**src/design/pcrr_pkg.sv**
```systemverilog
// Shared types and constants for the per-core round-robin scheduler.
// No dependencies; every other design file refers to it by scoped names.
package pcrr_pkg;

    localparam int MAX_CORES   = 4;
    localparam int CORE_W      = 2;
    localparam int QUEUE_DEPTH = 16;
    localparam int QPTR_W      = 4;
    localparam int QCNT_W      = 5;
    localparam int BLK_DEPTH   = 16;
    localparam int BLK_IDX_W   = 4;
    localparam int BLK_CNT_W   = 5;
    localparam int TASK_W      = 8;
    localparam int LOAD_W      = 6;
    localparam int QSTORE_AW   = CORE_W + QPTR_W;
    localparam int SLICE_W     = 8;
    localparam int AC_W        = 3;
    localparam int PADDR_W     = 5;

    localparam logic [1:0] FUNC_LOAD    = 2'd0;
    localparam logic [1:0] FUNC_UNBLOCK = 2'd1;
    localparam logic [1:0] FUNC_EVENT   = 2'd2;

    localparam logic [1:0] RSN_TICK  = 2'd0;
    localparam logic [1:0] RSN_BLOCK = 2'd1;
    localparam logic [1:0] RSN_EXIT  = 2'd2;

    localparam logic [1:0] STAT_OK        = 2'd0;
    localparam logic [1:0] STAT_QFULL     = 2'd1;
    localparam logic [1:0] STAT_NOT_BLK   = 2'd2;
    localparam logic [1:0] STAT_BLK_FULL  = 2'd3;

    localparam logic [2:0] REG_ACTIVE = 3'd0;
    localparam logic [2:0] REG_QUANT0 = 3'd1;
    localparam logic [2:0] REG_QUANT1 = 3'd2;
    localparam logic [2:0] REG_QUANT2 = 3'd3;
    localparam logic [2:0] REG_QUANT3 = 3'd4;

    typedef struct packed {
        logic                 ins;
        logic                 rem;
        logic [BLK_IDX_W-1:0] idx;
        logic [CORE_W-1:0]    ins_core;
        logic [TASK_W-1:0]    ins_task;
    } blk_ctrl_t;

    typedef struct packed {
        logic [BLK_CNT_W-1:0] fill;
        logic                 full;
        logic [CORE_W-1:0]    rd_core;
        logic [TASK_W-1:0]    rd_task;
    } blk_stat_t;

endpackage

```
**src/design/pcrr_queue_ram.sv**
```systemverilog
// Ready queue storage: one region of slots per core, registered read.
// Depends on pcrr_pkg for widths.
module pcrr_queue_ram (
    input  logic                            clk,
    input  logic                            we,
    input  logic [pcrr_pkg::QSTORE_AW-1:0]  waddr,
    input  logic [pcrr_pkg::TASK_W-1:0]     wdata,
    input  logic                            re,
    input  logic [pcrr_pkg::QSTORE_AW-1:0]  raddr,
    output logic [pcrr_pkg::TASK_W-1:0]     rdata
);

    logic [pcrr_pkg::TASK_W-1:0] mem [pcrr_pkg::MAX_CORES*pcrr_pkg::QUEUE_DEPTH];

    always_ff @(posedge clk)
    begin
        if (we)
        begin
            mem[waddr] <= wdata;
        end
        if (re)
        begin
            rdata <= mem[raddr];
        end
    end

endmodule

```
**src/design/pcrr_blocked_table.sv**
```systemverilog
// Blocked task table, packed from entry 0 in blocking order.
// Depends on pcrr_pkg for the control and status structs.
module pcrr_blocked_table (
    input  logic                clk,
    input  logic                rst_n,
    input  pcrr_pkg::blk_ctrl_t ctrl,
    output pcrr_pkg::blk_stat_t stat
);

    logic [pcrr_pkg::CORE_W-1:0]    core_reg [pcrr_pkg::BLK_DEPTH];
    logic [pcrr_pkg::TASK_W-1:0]    task_reg [pcrr_pkg::BLK_DEPTH];
    logic [pcrr_pkg::BLK_CNT_W-1:0] fill_reg;

    // Fill count stands in for the valid bits.
    always_ff @(posedge clk or negedge rst_n)
    begin
        if (!rst_n)
        begin
            fill_reg <= '0;
        end
        else if (ctrl.ins)
        begin
            fill_reg <= fill_reg + 1'b1;
        end
        else if (ctrl.rem)
        begin
            fill_reg <= fill_reg - 1'b1;
        end
    end

    always_ff @(posedge clk)
    begin
        for (int i = 0; i < pcrr_pkg::BLK_DEPTH; i++)
        begin
            if (ctrl.ins && fill_reg[pcrr_pkg::BLK_IDX_W-1:0] == i[pcrr_pkg::BLK_IDX_W-1:0])
            begin
                core_reg[i] <= ctrl.ins_core;
                task_reg[i] <= ctrl.ins_task;
            end
            else if (ctrl.rem && i < pcrr_pkg::BLK_DEPTH - 1
                     && i[pcrr_pkg::BLK_IDX_W-1:0] >= ctrl.idx)
            begin
                // Close the gap: pull the younger entry down.
                core_reg[i] <= core_reg[(i + 1) % pcrr_pkg::BLK_DEPTH];
                task_reg[i] <= task_reg[(i + 1) % pcrr_pkg::BLK_DEPTH];
            end
        end
    end

    assign stat.fill    = fill_reg;
    assign stat.full    = (fill_reg == pcrr_pkg::BLK_CNT_W'(pcrr_pkg::BLK_DEPTH));
    assign stat.rd_core = core_reg[ctrl.idx];
    assign stat.rd_task = task_reg[ctrl.idx];

endmodule

```
**src/design/per_core_round_robin_scheduler.sv**
```systemverilog
// Top level of the per-core round-robin scheduler: sequencer, per-core state, APB.
// Depends on pcrr_pkg, pcrr_queue_ram and pcrr_blocked_table.
//
// A command transfer is taken when start is high and busy is low; busy then
// stays high until the result has been shown. Each result appears on core,
// next_task, next_is_idle and status for exactly one cycle with done high,
// and the receiver cannot stall it, so sample it on that cycle. A load scans
// active_cores cores, with active_cores clamped to 1..4 (one core's load
// is compared per cycle by the shared add/compare unit); an unblock
// compares one blocked entry per cycle; a core event reads the ready queue
// through its memory port, which gives one registered read per pop; an
// unknown function goes straight to its result. Configuration registers
// sit at byte addresses 0 (active_cores) and 4, 8, 12, 16 (quanta); write
// them only while busy is low.
module per_core_round_robin_scheduler (
    input  logic                           clk,
    input  logic                           rst_n,
    input  logic                           start,
    output logic                           busy,
    input  logic [1:0]                     func,
    input  logic [1:0]                     cpu,
    input  logic [1:0]                     reason,
    input  logic [pcrr_pkg::TASK_W-1:0]    task_id,
    output logic                           done,
    output logic [pcrr_pkg::CORE_W-1:0]    core,
    output logic [pcrr_pkg::TASK_W-1:0]    next_task,
    output logic                           next_is_idle,
    output logic [1:0]                     status,
    input  logic                           psel,
    input  logic                           penable,
    input  logic                           pwrite,
    input  logic [pcrr_pkg::PADDR_W-1:0]   paddr,
    input  logic [31:0]                    pwdata,
    output logic [31:0]                    prdata,
    output logic                           pready
);

    typedef enum logic [13:0] {
        ST_IDLE     = 14'b00000000000001,
        ST_LSCAN    = 14'b00000000000010,
        ST_LDEC     = 14'b00000000000100,
        ST_PUSH     = 14'b00000000001000,
        ST_SRCH     = 14'b00000000010000,
        ST_UCORE    = 14'b00000000100000,
        ST_UDEC     = 14'b00000001000000,
        ST_EVENT    = 14'b00000010000000,
        ST_SWITCH   = 14'b00000100000000,
        ST_POPWAIT  = 14'b00001000000000,
        ST_ROTRD    = 14'b00010000000000,
        ST_ROTWAIT  = 14'b00100000000000,
        ST_EVRES    = 14'b01000000000000,
        ST_RESP     = 14'b10000000000000
    } state_t;

    localparam int NC = pcrr_pkg::MAX_CORES;

    state_t state_reg, state_next;

    // Configuration
    logic [pcrr_pkg::AC_W-1:0]    active_reg;
    logic [pcrr_pkg::SLICE_W-1:0] quant_reg [NC];

    // Per-core state
    logic [pcrr_pkg::QPTR_W-1:0]    head_reg [NC], head_next [NC];
    logic [pcrr_pkg::QPTR_W-1:0]    tail_reg [NC], tail_next [NC];
    logic [pcrr_pkg::QCNT_W-1:0]    qcnt_reg [NC], qcnt_next [NC];
    logic [pcrr_pkg::SLICE_W-1:0]   slice_reg [NC], slice_next [NC];
    logic [pcrr_pkg::TASK_W-1:0]    run_reg [NC], run_next [NC];
    logic                           idle_reg [NC], idle_next [NC];
    logic [pcrr_pkg::BLK_CNT_W-1:0] bcnt_reg [NC], bcnt_next [NC];

    // Latched command and working registers
    logic [1:0]                     func_reg, reason_reg;
    logic [pcrr_pkg::TASK_W-1:0]    task_reg, task_next;
    logic [pcrr_pkg::CORE_W-1:0]    cur_reg, cur_next;
    logic [pcrr_pkg::BLK_CNT_W-1:0] idx_reg, idx_next;
    logic [pcrr_pkg::LOAD_W-1:0]    best_ld_reg, best_ld_next;

    // Result registers
    logic [pcrr_pkg::CORE_W-1:0]    rcore_reg, rcore_next;
    logic [pcrr_pkg::TASK_W-1:0]    rtask_reg, rtask_next;
    logic                           ridle_reg, ridle_next;
    logic [1:0]                     rstat_reg, rstat_next;

    // Shared select, load unit, memory and table hooks
    logic [pcrr_pkg::CORE_W-1:0]    sel;
    logic [pcrr_pkg::LOAD_W-1:0]    ld;
    logic [pcrr_pkg::CORE_W-1:0]    last_core;
    logic                           q_full, q_empty;
    logic                           mem_we, mem_re;
    logic [pcrr_pkg::QSTORE_AW-1:0] mem_waddr, mem_raddr;
    logic [pcrr_pkg::TASK_W-1:0]    mem_wdata, mem_rdata;
    pcrr_pkg::blk_ctrl_t            bctrl;
    pcrr_pkg::blk_stat_t            bstat;
    logic [pcrr_pkg::SLICE_W-1:0]   slice_inc;
    logic                           cfg_wr;

    pcrr_queue_ram u_qram (
        .clk   (clk),
        .we    (mem_we),
        .waddr (mem_waddr),
        .wdata (mem_wdata),
        .re    (mem_re),
        .raddr (mem_raddr),
        .rdata (mem_rdata)
    );

    pcrr_blocked_table u_blk (
        .clk   (clk),
        .rst_n (rst_n),
        .ctrl  (bctrl),
        .stat  (bstat)
    );

    // APB: always ready, write on the access cycle.
    assign pready = 1'b1;
    assign cfg_wr = psel && penable && pwrite;

    always_comb
    begin
        prdata = '0;
        unique case (paddr[4:2])
            pcrr_pkg::REG_ACTIVE: prdata = 32'(active_reg);
            pcrr_pkg::REG_QUANT0: prdata = 32'(quant_reg[0]);
            pcrr_pkg::REG_QUANT1: prdata = 32'(quant_reg[1]);
            pcrr_pkg::REG_QUANT2: prdata = 32'(quant_reg[2]);
            pcrr_pkg::REG_QUANT3: prdata = 32'(quant_reg[3]);
            default:              prdata = '0;
        endcase
    end

    always_ff @(posedge clk or negedge rst_n)
    begin
        if (!rst_n)
        begin
            active_reg <= pcrr_pkg::AC_W'(4);
            for (int i = 0; i < NC; i++)
            begin
                quant_reg[i] <= pcrr_pkg::SLICE_W'(4);
            end
        end
        else if (cfg_wr)
        begin
            unique case (paddr[4:2])
                pcrr_pkg::REG_ACTIVE: active_reg   <= pwdata[pcrr_pkg::AC_W-1:0];
                pcrr_pkg::REG_QUANT0: quant_reg[0] <= pwdata[7:0];
                pcrr_pkg::REG_QUANT1: quant_reg[1] <= pwdata[7:0];
                pcrr_pkg::REG_QUANT2: quant_reg[2] <= pwdata[7:0];
                pcrr_pkg::REG_QUANT3: quant_reg[3] <= pwdata[7:0];
                default:              ;
            endcase
        end
    end

    // Last core the load scan visits: active_cores clamped to 1..MAX_CORES, minus one.
    always_comb
    begin
        if (active_reg == '0)
        begin
            last_core = '0;
        end
        else if (active_reg >= pcrr_pkg::AC_W'(NC))
        begin
            last_core = pcrr_pkg::CORE_W'(NC - 1);
        end
        else
        begin
            last_core = pcrr_pkg::CORE_W'(active_reg - 1'b1);
        end
    end

    // One per-core read port: the scan walks cores, every other step uses cur_reg.
    assign sel       = (state_reg == ST_LSCAN) ? idx_reg[pcrr_pkg::CORE_W-1:0] : cur_reg;
    assign ld        = pcrr_pkg::LOAD_W'(qcnt_reg[sel])
                     + pcrr_pkg::LOAD_W'(!idle_reg[sel])
                     + pcrr_pkg::LOAD_W'(bcnt_reg[sel]);
    assign q_full    = (qcnt_reg[sel] >= pcrr_pkg::QCNT_W'(pcrr_pkg::QUEUE_DEPTH));
    assign q_empty   = (qcnt_reg[sel] == '0);
    assign slice_inc = slice_reg[sel] + 1'b1;

    always_comb
    begin
        state_next   = state_reg;
        head_next    = head_reg;
        tail_next    = tail_reg;
        qcnt_next    = qcnt_reg;
        slice_next   = slice_reg;
        run_next     = run_reg;
        idle_next    = idle_reg;
        bcnt_next    = bcnt_reg;
        task_next    = task_reg;
        cur_next     = cur_reg;
        idx_next     = idx_reg;
        best_ld_next = best_ld_reg;
        rcore_next   = rcore_reg;
        rtask_next   = rtask_reg;
        ridle_next   = ridle_reg;
        rstat_next   = rstat_reg;
        mem_we       = 1'b0;
        mem_re       = 1'b0;
        mem_waddr    = {sel, tail_reg[sel]};
        mem_raddr    = {sel, head_reg[sel]};
        mem_wdata    = task_reg;
        bctrl.ins      = 1'b0;
        bctrl.rem      = 1'b0;
        bctrl.idx      = idx_reg[pcrr_pkg::BLK_IDX_W-1:0];
        bctrl.ins_core = sel;
        bctrl.ins_task = run_reg[sel];

        unique case (state_reg)
            ST_IDLE:
            begin
                if (start)
                begin
                    task_next  = task_id;
                    cur_next   = cpu;
                    idx_next   = '0;
                    rcore_next = '0;
                    rtask_next = '0;
                    ridle_next = 1'b0;
                    rstat_next = pcrr_pkg::STAT_OK;
                    case (func)
                        pcrr_pkg::FUNC_LOAD:    state_next = ST_LSCAN;
                        pcrr_pkg::FUNC_UNBLOCK: state_next = ST_SRCH;
                        pcrr_pkg::FUNC_EVENT:   state_next = ST_EVENT;
                        default:                state_next = ST_RESP;
                    endcase
                end
            end
            ST_LSCAN:
            begin
                // One core per cycle through the shared add/compare.
                if (idx_reg == '0 || ld < best_ld_reg)
                begin
                    best_ld_next = ld;
                    cur_next     = sel;
                end
                if (sel == last_core)
                begin
                    state_next = ST_LDEC;
                end
                idx_next = idx_reg + 1'b1;
            end
            ST_LDEC:
            begin
                rcore_next = cur_reg;
                if (q_full)
                begin
                    rstat_next = pcrr_pkg::STAT_QFULL;
                    state_next = ST_RESP;
                end
                else
                begin
                    state_next = ST_PUSH;
                end
            end
            ST_PUSH:
            begin
                mem_we         = 1'b1;
                tail_next[sel] = tail_reg[sel] + 1'b1;
                qcnt_next[sel] = qcnt_reg[sel] + 1'b1;
                state_next     = ST_RESP;
            end
            ST_SRCH:
            begin
                if (idx_reg == bstat.fill)
                begin
                    rstat_next = pcrr_pkg::STAT_NOT_BLK;
                    state_next = ST_RESP;
                end
                else if (bstat.rd_task == task_reg)
                begin
                    state_next = ST_UCORE;
                end
                else
                begin
                    idx_next = idx_reg + 1'b1;
                end
            end
            ST_UCORE:
            begin
                cur_next   = bstat.rd_core;
                state_next = ST_UDEC;
            end
            ST_UDEC:
            begin
                rcore_next = cur_reg;
                if (q_full)
                begin
                    rstat_next = pcrr_pkg::STAT_QFULL;
                    state_next = ST_RESP;
                end
                else
                begin
                    bctrl.rem = 1'b1;
                    if (bcnt_reg[sel] != '0)
                    begin
                        bcnt_next[sel] = bcnt_reg[sel] - 1'b1;
                    end
                    state_next = ST_PUSH;
                end
            end
            ST_EVENT:
            begin
                rcore_next = cur_reg;
                state_next = ST_EVRES;
                case (reason_reg)
                    pcrr_pkg::RSN_EXIT:
                    begin
                        state_next = ST_SWITCH;
                    end
                    pcrr_pkg::RSN_BLOCK:
                    begin
                        if (idle_reg[sel])
                        begin
                            state_next = ST_SWITCH;
                        end
                        else if (bstat.full)
                        begin
                            rstat_next = pcrr_pkg::STAT_BLK_FULL;
                        end
                        else
                        begin
                            bctrl.ins      = 1'b1;
                            bcnt_next[sel] = bcnt_reg[sel] + 1'b1;
                            state_next     = ST_SWITCH;
                        end
                    end
                    pcrr_pkg::RSN_TICK:
                    begin
                        if (idle_reg[sel] && !q_empty)
                        begin
                            state_next = ST_SWITCH;
                        end
                        else if (slice_inc == quant_reg[sel])
                        begin
                            slice_next[sel] = '0;
                            if (!q_empty)
                            begin
                                state_next = ST_ROTRD;
                            end
                        end
                        else
                        begin
                            slice_next[sel] = slice_inc;
                        end
                    end
                    default: ;
                endcase
            end
            ST_SWITCH:
            begin
                if (q_empty)
                begin
                    idle_next[sel] = 1'b1;
                    state_next     = ST_EVRES;
                end
                else
                begin
                    mem_re          = 1'b1;
                    slice_next[sel] = '0;
                    head_next[sel]  = head_reg[sel] + 1'b1;
                    qcnt_next[sel]  = qcnt_reg[sel] - 1'b1;
                    state_next      = ST_POPWAIT;
                end
            end
            ST_POPWAIT:
            begin
                run_next[sel]  = mem_rdata;
                idle_next[sel] = 1'b0;
                state_next     = ST_EVRES;
            end
            ST_ROTRD:
            begin
                mem_re         = 1'b1;
                head_next[sel] = head_reg[sel] + 1'b1;
                state_next     = ST_ROTWAIT;
            end
            ST_ROTWAIT:
            begin
                // Requeue the preempted task behind the others.
                mem_we         = 1'b1;
                mem_wdata      = run_reg[sel];
                tail_next[sel] = tail_reg[sel] + 1'b1;
                run_next[sel]  = mem_rdata;
                state_next     = ST_EVRES;
            end
            ST_EVRES:
            begin
                ridle_next = idle_reg[sel];
                rtask_next = idle_reg[sel] ? '0 : run_reg[sel];
                state_next = ST_RESP;
            end
            ST_RESP:
            begin
                state_next = ST_IDLE;
            end
            default:
            begin
                state_next = ST_IDLE;
            end
        endcase
    end

    always_ff @(posedge clk or negedge rst_n)
    begin
        if (!rst_n)
        begin
            state_reg <= ST_IDLE;
            for (int i = 0; i < NC; i++)
            begin
                head_reg[i]  <= '0;
                tail_reg[i]  <= '0;
                qcnt_reg[i]  <= '0;
                slice_reg[i] <= '0;
                idle_reg[i]  <= 1'b1;
                bcnt_reg[i]  <= '0;
            end
        end
        else
        begin
            state_reg <= state_next;
            head_reg  <= head_next;
            tail_reg  <= tail_next;
            qcnt_reg  <= qcnt_next;
            slice_reg <= slice_next;
            idle_reg  <= idle_next;
            bcnt_reg  <= bcnt_next;
        end
    end

    always_ff @(posedge clk)
    begin
        run_reg     <= run_next;
        task_reg    <= task_next;
        cur_reg     <= cur_next;
        idx_reg     <= idx_next;
        best_ld_reg <= best_ld_next;
        rcore_reg   <= rcore_next;
        rtask_reg   <= rtask_next;
        ridle_reg   <= ridle_next;
        rstat_reg   <= rstat_next;
        if (state_reg == ST_IDLE && start)
        begin
            func_reg   <= func;
            reason_reg <= reason;
        end
    end

    assign busy         = (state_reg != ST_IDLE);
    assign done         = (state_reg == ST_RESP);
    assign core         = rcore_reg;
    assign next_task    = rtask_reg;
    assign next_is_idle = ridle_reg;
    assign status       = rstat_reg;

    // A result shows for one cycle only, then the block frees itself.
    a_done_pulse: assert property (@(posedge clk) disable iff (!rst_n)
        done |=> !done && !busy)
        else $error("result strobe held or block stuck busy");

    // A taken command makes the block busy on the next cycle.
    a_start_busy: assert property (@(posedge clk) disable iff (!rst_n)
        (start && !busy) |=> busy)
        else $error("accepted command did not raise busy");

    // The blocked table never claims more entries than it holds.
    a_blk_fill: assert property (@(posedge clk) disable iff (!rst_n)
        bstat.fill <= pcrr_pkg::BLK_CNT_W'(pcrr_pkg::BLK_DEPTH))
        else $error("blocked table overfilled");

    // Unknown functions return an all-zero result.
    a_unknown_func: assert property (@(posedge clk) disable iff (!rst_n)
        (done && func_reg != pcrr_pkg::FUNC_LOAD && func_reg != pcrr_pkg::FUNC_UNBLOCK
         && func_reg != pcrr_pkg::FUNC_EVENT)
        |-> (core == '0 && next_task == '0 && !next_is_idle && status == '0))
        else $error("unknown function gave a nonzero result");

endmodule

```
**config.mk**
```make
export PLATFORM = sky130hd
export DESIGN_NAME = per_core_round_robin_scheduler
export DESIGN_NICKNAME = d
export VERILOG_FILES = /design/src/design/pcrr_pkg.sv /design/src/design/pcrr_queue_ram.sv /design/src/design/pcrr_blocked_table.sv /design/src/design/per_core_round_robin_scheduler.sv
export SDC_FILE = /design/constraint.sdc
export NUM_CORES = 1
export LEC_CHECK = 0
export ABC_AREA = 0
export BUFFER_PORTS_ARGS = -buffer_cell sky130_fd_sc_hd__buf_2
export CAP_MARGIN = 20
export CORE_MARGIN = 5
export CORE_UTILIZATION = 30
export DETAILED_ROUTE_END_ITERATION = 10
export GPL_TIMING_DRIVEN = 0
export PLACE_DENSITY = 0.57
export REMOVE_ABC_BUFFERS = 1
export SYNTH_ARGS = -nofsm -noshare
export SYNTH_HDL_FRONTEND = slang
export SYNTH_SLANG_ARGS = --single-unit
export TNS_END_PERCENT = 1
```
**constraint.sdc**
```tcl
create_clock -name clk -period 5.55 [get_ports clk]
set_input_delay 0.2775 -clock clk [delete_from_list [all_inputs] [get_ports clk]]
set_output_delay 0.2775 -clock clk [all_outputs]
set_load 0.02 [all_outputs]
```
After elaboration in Yosys (flattened, before gate mapping)
Memory sizes are Yosys's and may differ from the RTL's. A register that Yosys moved wholly into a read port is not among the register bits.
Cells that the tools add are included.
{ "totals": {"ramBits": 672, "elab_cells": 484, "reg_bits": 230, "mem_count": 3, "output_inout_bits": 48, "in_bits": 57} }
{ "classes": {"bitwise": 36, "addsub": 13, "reduce_logical": 83, "mux": 224, "order_cmp": 20, "eq_ne": 61} }
{ "memory_table": {"columns": ["memory", "words", "width", "rd", "rd_clocked_by_memory_dff", "wr", "line_no", "rtl"], "rows": [
  ["u_qram.mem", 64, 8, 1, 1, 1, "pcrr_queue_ram.sv:13", "logic [pcrr_pkg::TASK_W-1:0] mem [pcrr_pkg::MAX_CORES*pcrr_pkg::QUEUE_DEPTH];"],
  ["u_blk.task_reg", 16, 8, 16, 1, 15, "pcrr_blocked_table.sv:11", "logic [pcrr_pkg::TASK_W-1:0] task_reg [pcrr_pkg::BLK_DEPTH];"],
  ["u_blk.core_reg", 16, 2, 16, 1, 15, "pcrr_blocked_table.sv:10", "logic [pcrr_pkg::CORE_W-1:0] core_reg [pcrr_pkg::BLK_DEPTH];"]
]} }
{ "ops": {"columns": ["op", "count"], "rows": [
  ["2-to-1 mux 8 bit", 26],
  ["case mux 14 bit (10 select lines)", 1],
  ["2-to-1 mux 32 bit", 4],
  ["2-to-1 mux 20 bit", 6],
  ["2-to-1 mux 1 bit", 93],
  ["bitwise mux 20 bit", 4],
  ["case mux 20 bit (2 select lines)", 2],
  ["2-to-1 mux 13 bit", 6],
  ["2-to-1 mux 14 bit", 5],
  ["bitwise mux 32 bit", 2],
  ["case mux 32 bit (2 select lines)", 1],
  ["2-to-1 mux 2 bit", 27],
  ["2-to-1 mux 5 bit", 10],
  ["binary-select mux 8 bit (select 2 bit)", 3],
  ["case mux 14 bit (3 select lines)", 1],
  ["2-to-1 mux 4 bit", 10],
  ["case mux 8 bit (5 select lines)", 1],
  ["case mux 13 bit (3 select lines)", 1],
  ["logical AND 1 bit", 36],
  ["AND 32 bit", 1],
  ["bitwise mux 16 bit", 2],
  ["equality test 4 bit, second input constant", 8],
  ["inverter 32 bit", 1],
  ["case mux 16 bit (2 select lines)", 1],
  ["other kinds (83)", 185]
]} }

Depth between registers and ports, before layout
{ "depth": {"word_depth": 15, "ltp_mapped": 25, "ltp_nobuf": 21} }

By module
From an unflattened synthesis, not the netlist that was laid out.
{ "unflattened": {"cells_unflattened": 2627, "hier_area_um2": 40886.7} }
{ "by_module_without_submodules": {"columns": ["module", "cells_each", "seq_area_each_um2", "n_inst", "area_each_um2"], "rows": [
  ["pcrr_queue_ram", 953, 15615.0, 1, 20305.7],
  ["per_core_round_robin_scheduler", 1152, 5983.2, 1, 12016.5],
  ["pcrr_blocked_table", 522, 4929.7, 1, 8564.5]
]} }

Worst setup path before layout
No wires, ideal clock.
{ "synth_path": {"path_kind": "reg2reg", "startpoint": "register state_reg[8]", "endpoint": "memory u_qram.mem[0][0] (netlist name), data pin", "slack_ns": -0.538, "path_stages_with_launch": 15, "path_buffers": 7, "setup_ns": 0.702, "period_less_slack_ns": 6.088, "t_required_ns": 4.848, "t_arrival_ns": 5.386, "path_cell_list": "dfrtp_1 > buf_2 > nor4_4 > and4_1 > buf_6 > mux2i_4 > buf_6 > buf_2 > clkbuf_1 > buf_1 > nand2_1 > nand3_1 > nand2_1 > clkbuf_1 > o21ai_0"} }
{ "synth_via": {"elab_chain_cells": 7, "word_cells_on_any_way": 8, "classes_between": "2 x eq/ne; 5 x mux; 1 x bitwise"} }
{ "synth_lines": {"columns": ["element", "line_no", "rtl"], "rows": [
  ["start: declaration", "per_core_round_robin_scheduler.sv:57", "state_t state_reg, state_next;"],
  ["start signal: assignment", "per_core_round_robin_scheduler.sv:422", "state_reg <= state_next;"],
  ["equality test 14 x 2 -> 1 bit", "per_core_round_robin_scheduler.sv:173", "assign sel = (state_reg == ST_LSCAN) ? idx_reg[pcrr_pkg::CORE_W-1:0] : cur_reg;"],
  ["2-to-1 mux 2 bit", "per_core_round_robin_scheduler.sv:173", null],
  ["inverter 2 -> 3 bit (implied by the code)", "per_core_round_robin_scheduler.sv:383", "mem_wdata = run_reg[sel];"],
  ["binary-select mux 8 bit (select 2 bit)", "per_core_round_robin_scheduler.sv:383", null],
  ["2-to-1 mux 8 bit (implied by the code) (2 in a row)", "per_core_round_robin_scheduler.sv:383", null],
  ["2-to-1 mux 8 bit *", "per_core_round_robin_scheduler.sv:210", "unique case (state_reg)"],
  ["named net mem_wdata (one bit)", "per_core_round_robin_scheduler.sv:92", "logic [pcrr_pkg::TASK_W-1:0] mem_wdata, mem_rdata;"],
  ["end: declaration", "pcrr_queue_ram.sv:13", null]
]} }
Mark *: on every way through the listed nets, which the timed path passes. The rest lies on a longest branch. The select of a mux whose other input is x is not followed.

Final worst setup path
{ "layout_path": {"startpoint": "register state_reg[3]", "endpoint": "register cur_reg[1] (netlist name), enable pin"} }
{ "layout_via": {"elab_chain_cells": 13, "word_cells_on_any_way": 23, "classes_between": "2 x add/sub; 1 x order compare; 5 x eq/ne; 10 x mux; 1 x bitwise; 4 x reduce/logical"} }
{ "layout_lines": {"columns": ["element", "line_no", "rtl"], "rows": [
  ["equality test 14 x 2 -> 1 bit *", "per_core_round_robin_scheduler.sv:173", null],
  ["2-to-1 mux 2 bit *", "per_core_round_robin_scheduler.sv:173", null],
  ["inverter 2 -> 3 bit (implied by the code) *", "per_core_round_robin_scheduler.sv:174, per_core_round_robin_scheduler.sv:175, per_core_round_robin_scheduler.sv:176", null],
  ["binary-select mux 1 bit (select 2 bit)", "per_core_round_robin_scheduler.sv:175", "+ pcrr_pkg::LOAD_W'(!idle_reg[sel])"],
  ["2-to-1 mux 1 bit (implied by the code) (2 in a row)", "per_core_round_robin_scheduler.sv:175", null],
  ["zero test 1 bit", "per_core_round_robin_scheduler.sv:175", null],
  ["adder 5 x 1 -> 6 bit", "per_core_round_robin_scheduler.sv:175", null],
  ["adder 6 x 5 -> 6 bit *", "per_core_round_robin_scheduler.sv:176", "+ pcrr_pkg::LOAD_W'(bcnt_reg[sel]);"],
  ["named net ld (one bit)", "per_core_round_robin_scheduler.sv:87", "logic [pcrr_pkg::LOAD_W-1:0] ld;"],
  ["< comparator 6 bit *", "per_core_round_robin_scheduler.sv:233", "if (idx_reg == '0 || ld < best_ld_reg)"],
  ["logical OR 1 bit *", "per_core_round_robin_scheduler.sv:233", null],
  ["!= test 2 x 1 -> 1 bit (no source line) *", null, null],
  ["AND reduction 3 bit (no source line) *", null, null],
  ["end signal: assignment", "per_core_round_robin_scheduler.sv:436", "cur_reg <= cur_next;"],
  ["end: declaration", "per_core_round_robin_scheduler.sv:75", "logic [pcrr_pkg::CORE_W-1:0] cur_reg, cur_next;"]
]} }
Marked as above.
A chain may end at the register's enable or synchronous reset.

==> results.md <==
- Result of the run: complete, no violations
- Count of placed standard cells in the final layout, fillers left out: 5,117
- Die Ht: 379 um
- Setup skew after layout: 31.1 ps
- TritonCTS clock tree: yes
- Count of vias placed by the detailed router: 26.0k
- Share of total power in sequential cells: 42.5%
- Root buffer cell: clkbuf_16
- Part of the Yosys area used for sequential elements: 65.1%
- Via count of the first global-routing pass: 25.6k
- Total count of max-transition violations in the final report: 0
- Design Power: 0.0206 W
- Reg2reg start: state_reg[3]$_DFFE_PN0P_
- Aggregate global-route resource usage: 14.6%
- Buffers on Ports: 53
- Worst voltage drop across the vdd grid: 0.000298 V
- Area growth from synthesis to final layout: 16.3%
- Area of the mapped netlist: 40,900 sq um
- Sort of element at the end of the critical path: flop
- Power per standard cell area: 433 nW/um^2
- Largest net degree at the start of global routing: 113
- Final period util: 95.5%
- Placed cell count: 4,889
- Min-Delay Path Depth: 3
- Initial Util: 30.2%
- Fraction of layout cells with a size suffix above 1: 17.9%
- Detailed-route vias per instance: 5.09
- Depth of the worst register-to-register path: 21
- Static leakage: 16.7 nW
- Data required time of the worst path: 5910 ps
- Grt total ovfl: 0
- Maximum buffer depth of the clock tree: 3
- Final estimated routing congestion in global placement: 0.815
- First-pass detailed-route iteration total: 6
- Number of flops mapped to enable cells by yosys: 748
- Io pins: 105
- Total of flip-flops plus latches after synthesis: 914
- Max-cap check violation count: 0
- Worst relative slew slack: 26.2%
- Combinational share of power: 26.6%
- Most used DFF post-synth: edfxtp_1
- Max FO, Critical Path: 41
- Total non-filler cell area in the finished layout: 47,500 sq um
- Worst Hold Path EP: state_reg[0]$_DFFE_PN1P_
- Total number of H-tree levels: 3
- Clk sinks: 914
- Avg Cell Area, Syn: 13.0 sq um
- Flip-flop count of the largest register after layout: 512
- Final critical-path required period: 5300 ps
- Standard cell core area: 135,000 sq um
- Commonest non-fill, non-tap cells in the layout: 748 x edfxtp_1, 640 x nand2_1, 176 x mux2_2, 162 x nor2_1, 151 x dfrtp_1
- Final layout net count: 3,341
- Remaining antenna violation count after routing: 0
- Reg clk slew, reported paths: 60 ps
- Number of standard-cell rows in the floorplan: 135
- Die extent in x: 379 um
- Maximum operating frequency: 189 MHz
- Type of origin of the critical path: flop
- Area occupied by multi-input gates: 13,600 sq um
- Detailed-route DRC error count: 0
- Setup slack of the worst register-to-register path: 250 ps
- Setup violation total in the final timing report: 0
- Global-route wire length before repair: 162,000 um
- Number of different library cells in the post-synthesis netlist: 81
- Share of total power in the clock network: 30.9%
- Net switching power: 0.00655 W
- Endpoint of the worst register-to-register path: cur_reg[1]$_DFFE_PP_
- Clk_lat worst skew: 680 ps
- Fill cells: 13.1k
- Final hold viol count: 0
- Initial antenna violation count: 0
- Worst Hold Margin: 72.2 ps
- Number of buffers created by CTS: 96
- Pin slew with the least headroom to its limit: 1110 ps
- Sequential Area: 26,600 sq um
- Async set or reset register ratio after synthesis: 17.7%
- Area of the die: 144,000 sq um
- Synthesized instance count: 3,138
- Switching share of power: 31.8%
- Kind of critical path: flop to flop
- Most common cell after layout, fill and taps aside: edfxtp_1
- Routed Wire Length: 108,000 um
- Yosys synthesis warning count: 0
- Arrival time at the worst endpoint: 5660 ps
- Placement-stage cell area: 43,900 sq um
- Setup TNS after final layout: 0 ps
- Int Power: 0.0140 W
- Worst min-delay path startpoint: start
- DRC violation total after the first TritonRoute iteration: 2,271
- Hpwl dp: 70,200 um
- Average wire length per cell after detail routing: 21.0 um
- Tightest Hold Check Type: primary input to flop
- Antenna diode count: 0
cells in the mapped netlist (all sizes together), types with 65 or more instances:
| cell | n | area [sq um] |
|---|---|---|
| nand2 | 640 | 2400 |
| a32oi | 65 | 569 |
| dfrtp | 152 | 3800 |
| o21ai | 144 | 721 |
| edfxtp | 748 | 22500 |
| buf | 106 | 643 |
| clkbuf | 74 | 278 |
| a21oi | 77 | 393 |
| nand3 | 131 | 656 |
| mux2i | 118 | 1210 |
| mux2 | 177 | 1990 |
| nor2 | 167 | 657 |
metal layers:
| metal | track usage, % | up-vias | part of all wire, % |
|---|---|---|---|
| met5 | 0 | - | 0 |
| met4 | 4.00 | 0 | 2.4 |
| met3 | 2.23 | 150 | 5.9 |
| met2 | 23.0 | 804 | 46 |
| met1 | 21.0 | 13186 | 46 |
| li1 | - | 11897 | - |
layout make-up:
cell class	instances	area share, %
inverter	42	0.390
tap	1781	4.69
clock buffer	139	5.78
timing repair buffer	175	3.88
clock inverter	38	0.684
multi-input combinational	2028	28.6
sequential	914	56.0
worst max-delay path by stage:
stage	startpoint	to	slack (ps)	depth (start not counted)
after global placement	state_reg[11]$_DFFE_PN0P_	u_qram.rdata[1]$_DFFE_PP_	-11560	10
after global routing	state_reg[9]$_DFFE_PN0P_	cur_reg[1]$_DFFE_PP_	-6	21
after detailed placement	state_reg[6]$_DFFE_PN0P_	u_qram.rdata[5]$_DFFE_PP_	-1630	14
after floorplan	state_reg[11]$_DFFE_PN0P_	u_qram.rdata[0]$_DFFE_PP_	-4400	11
final	state_reg[3]$_DFFE_PN0P_	cur_reg[1]$_DFFE_PP_	250	21
after CTS	state_reg[6]$_DFFE_PN0P_	cur_reg[0]$_DFFE_PP_	50	22
power groups by stage:
stage          Combinational, W  Sequential (W)  Clock, W
6_report                0.00547         0.00874   0.00636
4_1_cts                 0.00531         0.00875   0.00649
2_1_floorplan           0.00313         0.00883         0
3_5_place_dp            0.00520         0.00888         0
3_3_place_gp            0.00479         0.00904         0
5_1_grt                 0.00588         0.00880   0.00678
kinds of logic (layout without fill, tap and decap cells):
family / after synthesis / in the layout / synth area share [%]
and+or+nand+nor: 1162 / 1163 / 12.7
DFF: 914 / 914 / 65.1
AOI/OAI and AO/OA: 415 / 415 / 6.75
muxes: 353 / 355 / 11.0
buffers and inverters: 222 / 394 / 2.64
xor gates and xnor gates: 43 / 43 / 0.921
adders and majority gates: 27 / 27 / 0.863
other: 2 / 25 / 0.0184
worst max-delay path, cell delays in order (launching register included):
cell,delay (ps)
dfrtp_1,440
nor4_4,360
and4_4,330
buf_12,120
mux2i_4,310
clkbuf_16,220
inv_8,120
and3_1,220
a31oi_4,270
xnor2_1,110
ha_1,200
a21o_1,180
fa_1,560
ha_1,230
a21o_1,160
a21oi_1,160
nor2b_1,60
o21ai_0,160
nand2b_1,80
a21oi_1,160
nor2_1,130
a221oi_2,340
per-stage QoR:
stage	setup slack, ps	utilization [%]
2_1_floorplan	-4400	-
3_3_place_gp	-11560	31.4
3_5_place_dp	-1630	32.4
4_1_cts	45.8	35.0
5_1_grt	-5.55	35.1
6_report	251	35.1
what timing repair did:
action,4_1_cts,5_1_grt
endpoints found under the setup margin,813,50
setup buffers,5,11
hold buffers,25,0
hold endpoints to repair,130,0
gates resized for setup,17,10
pin swaps,3,3
gates cloned,2,5
Power figures use the tool's default switching activity.
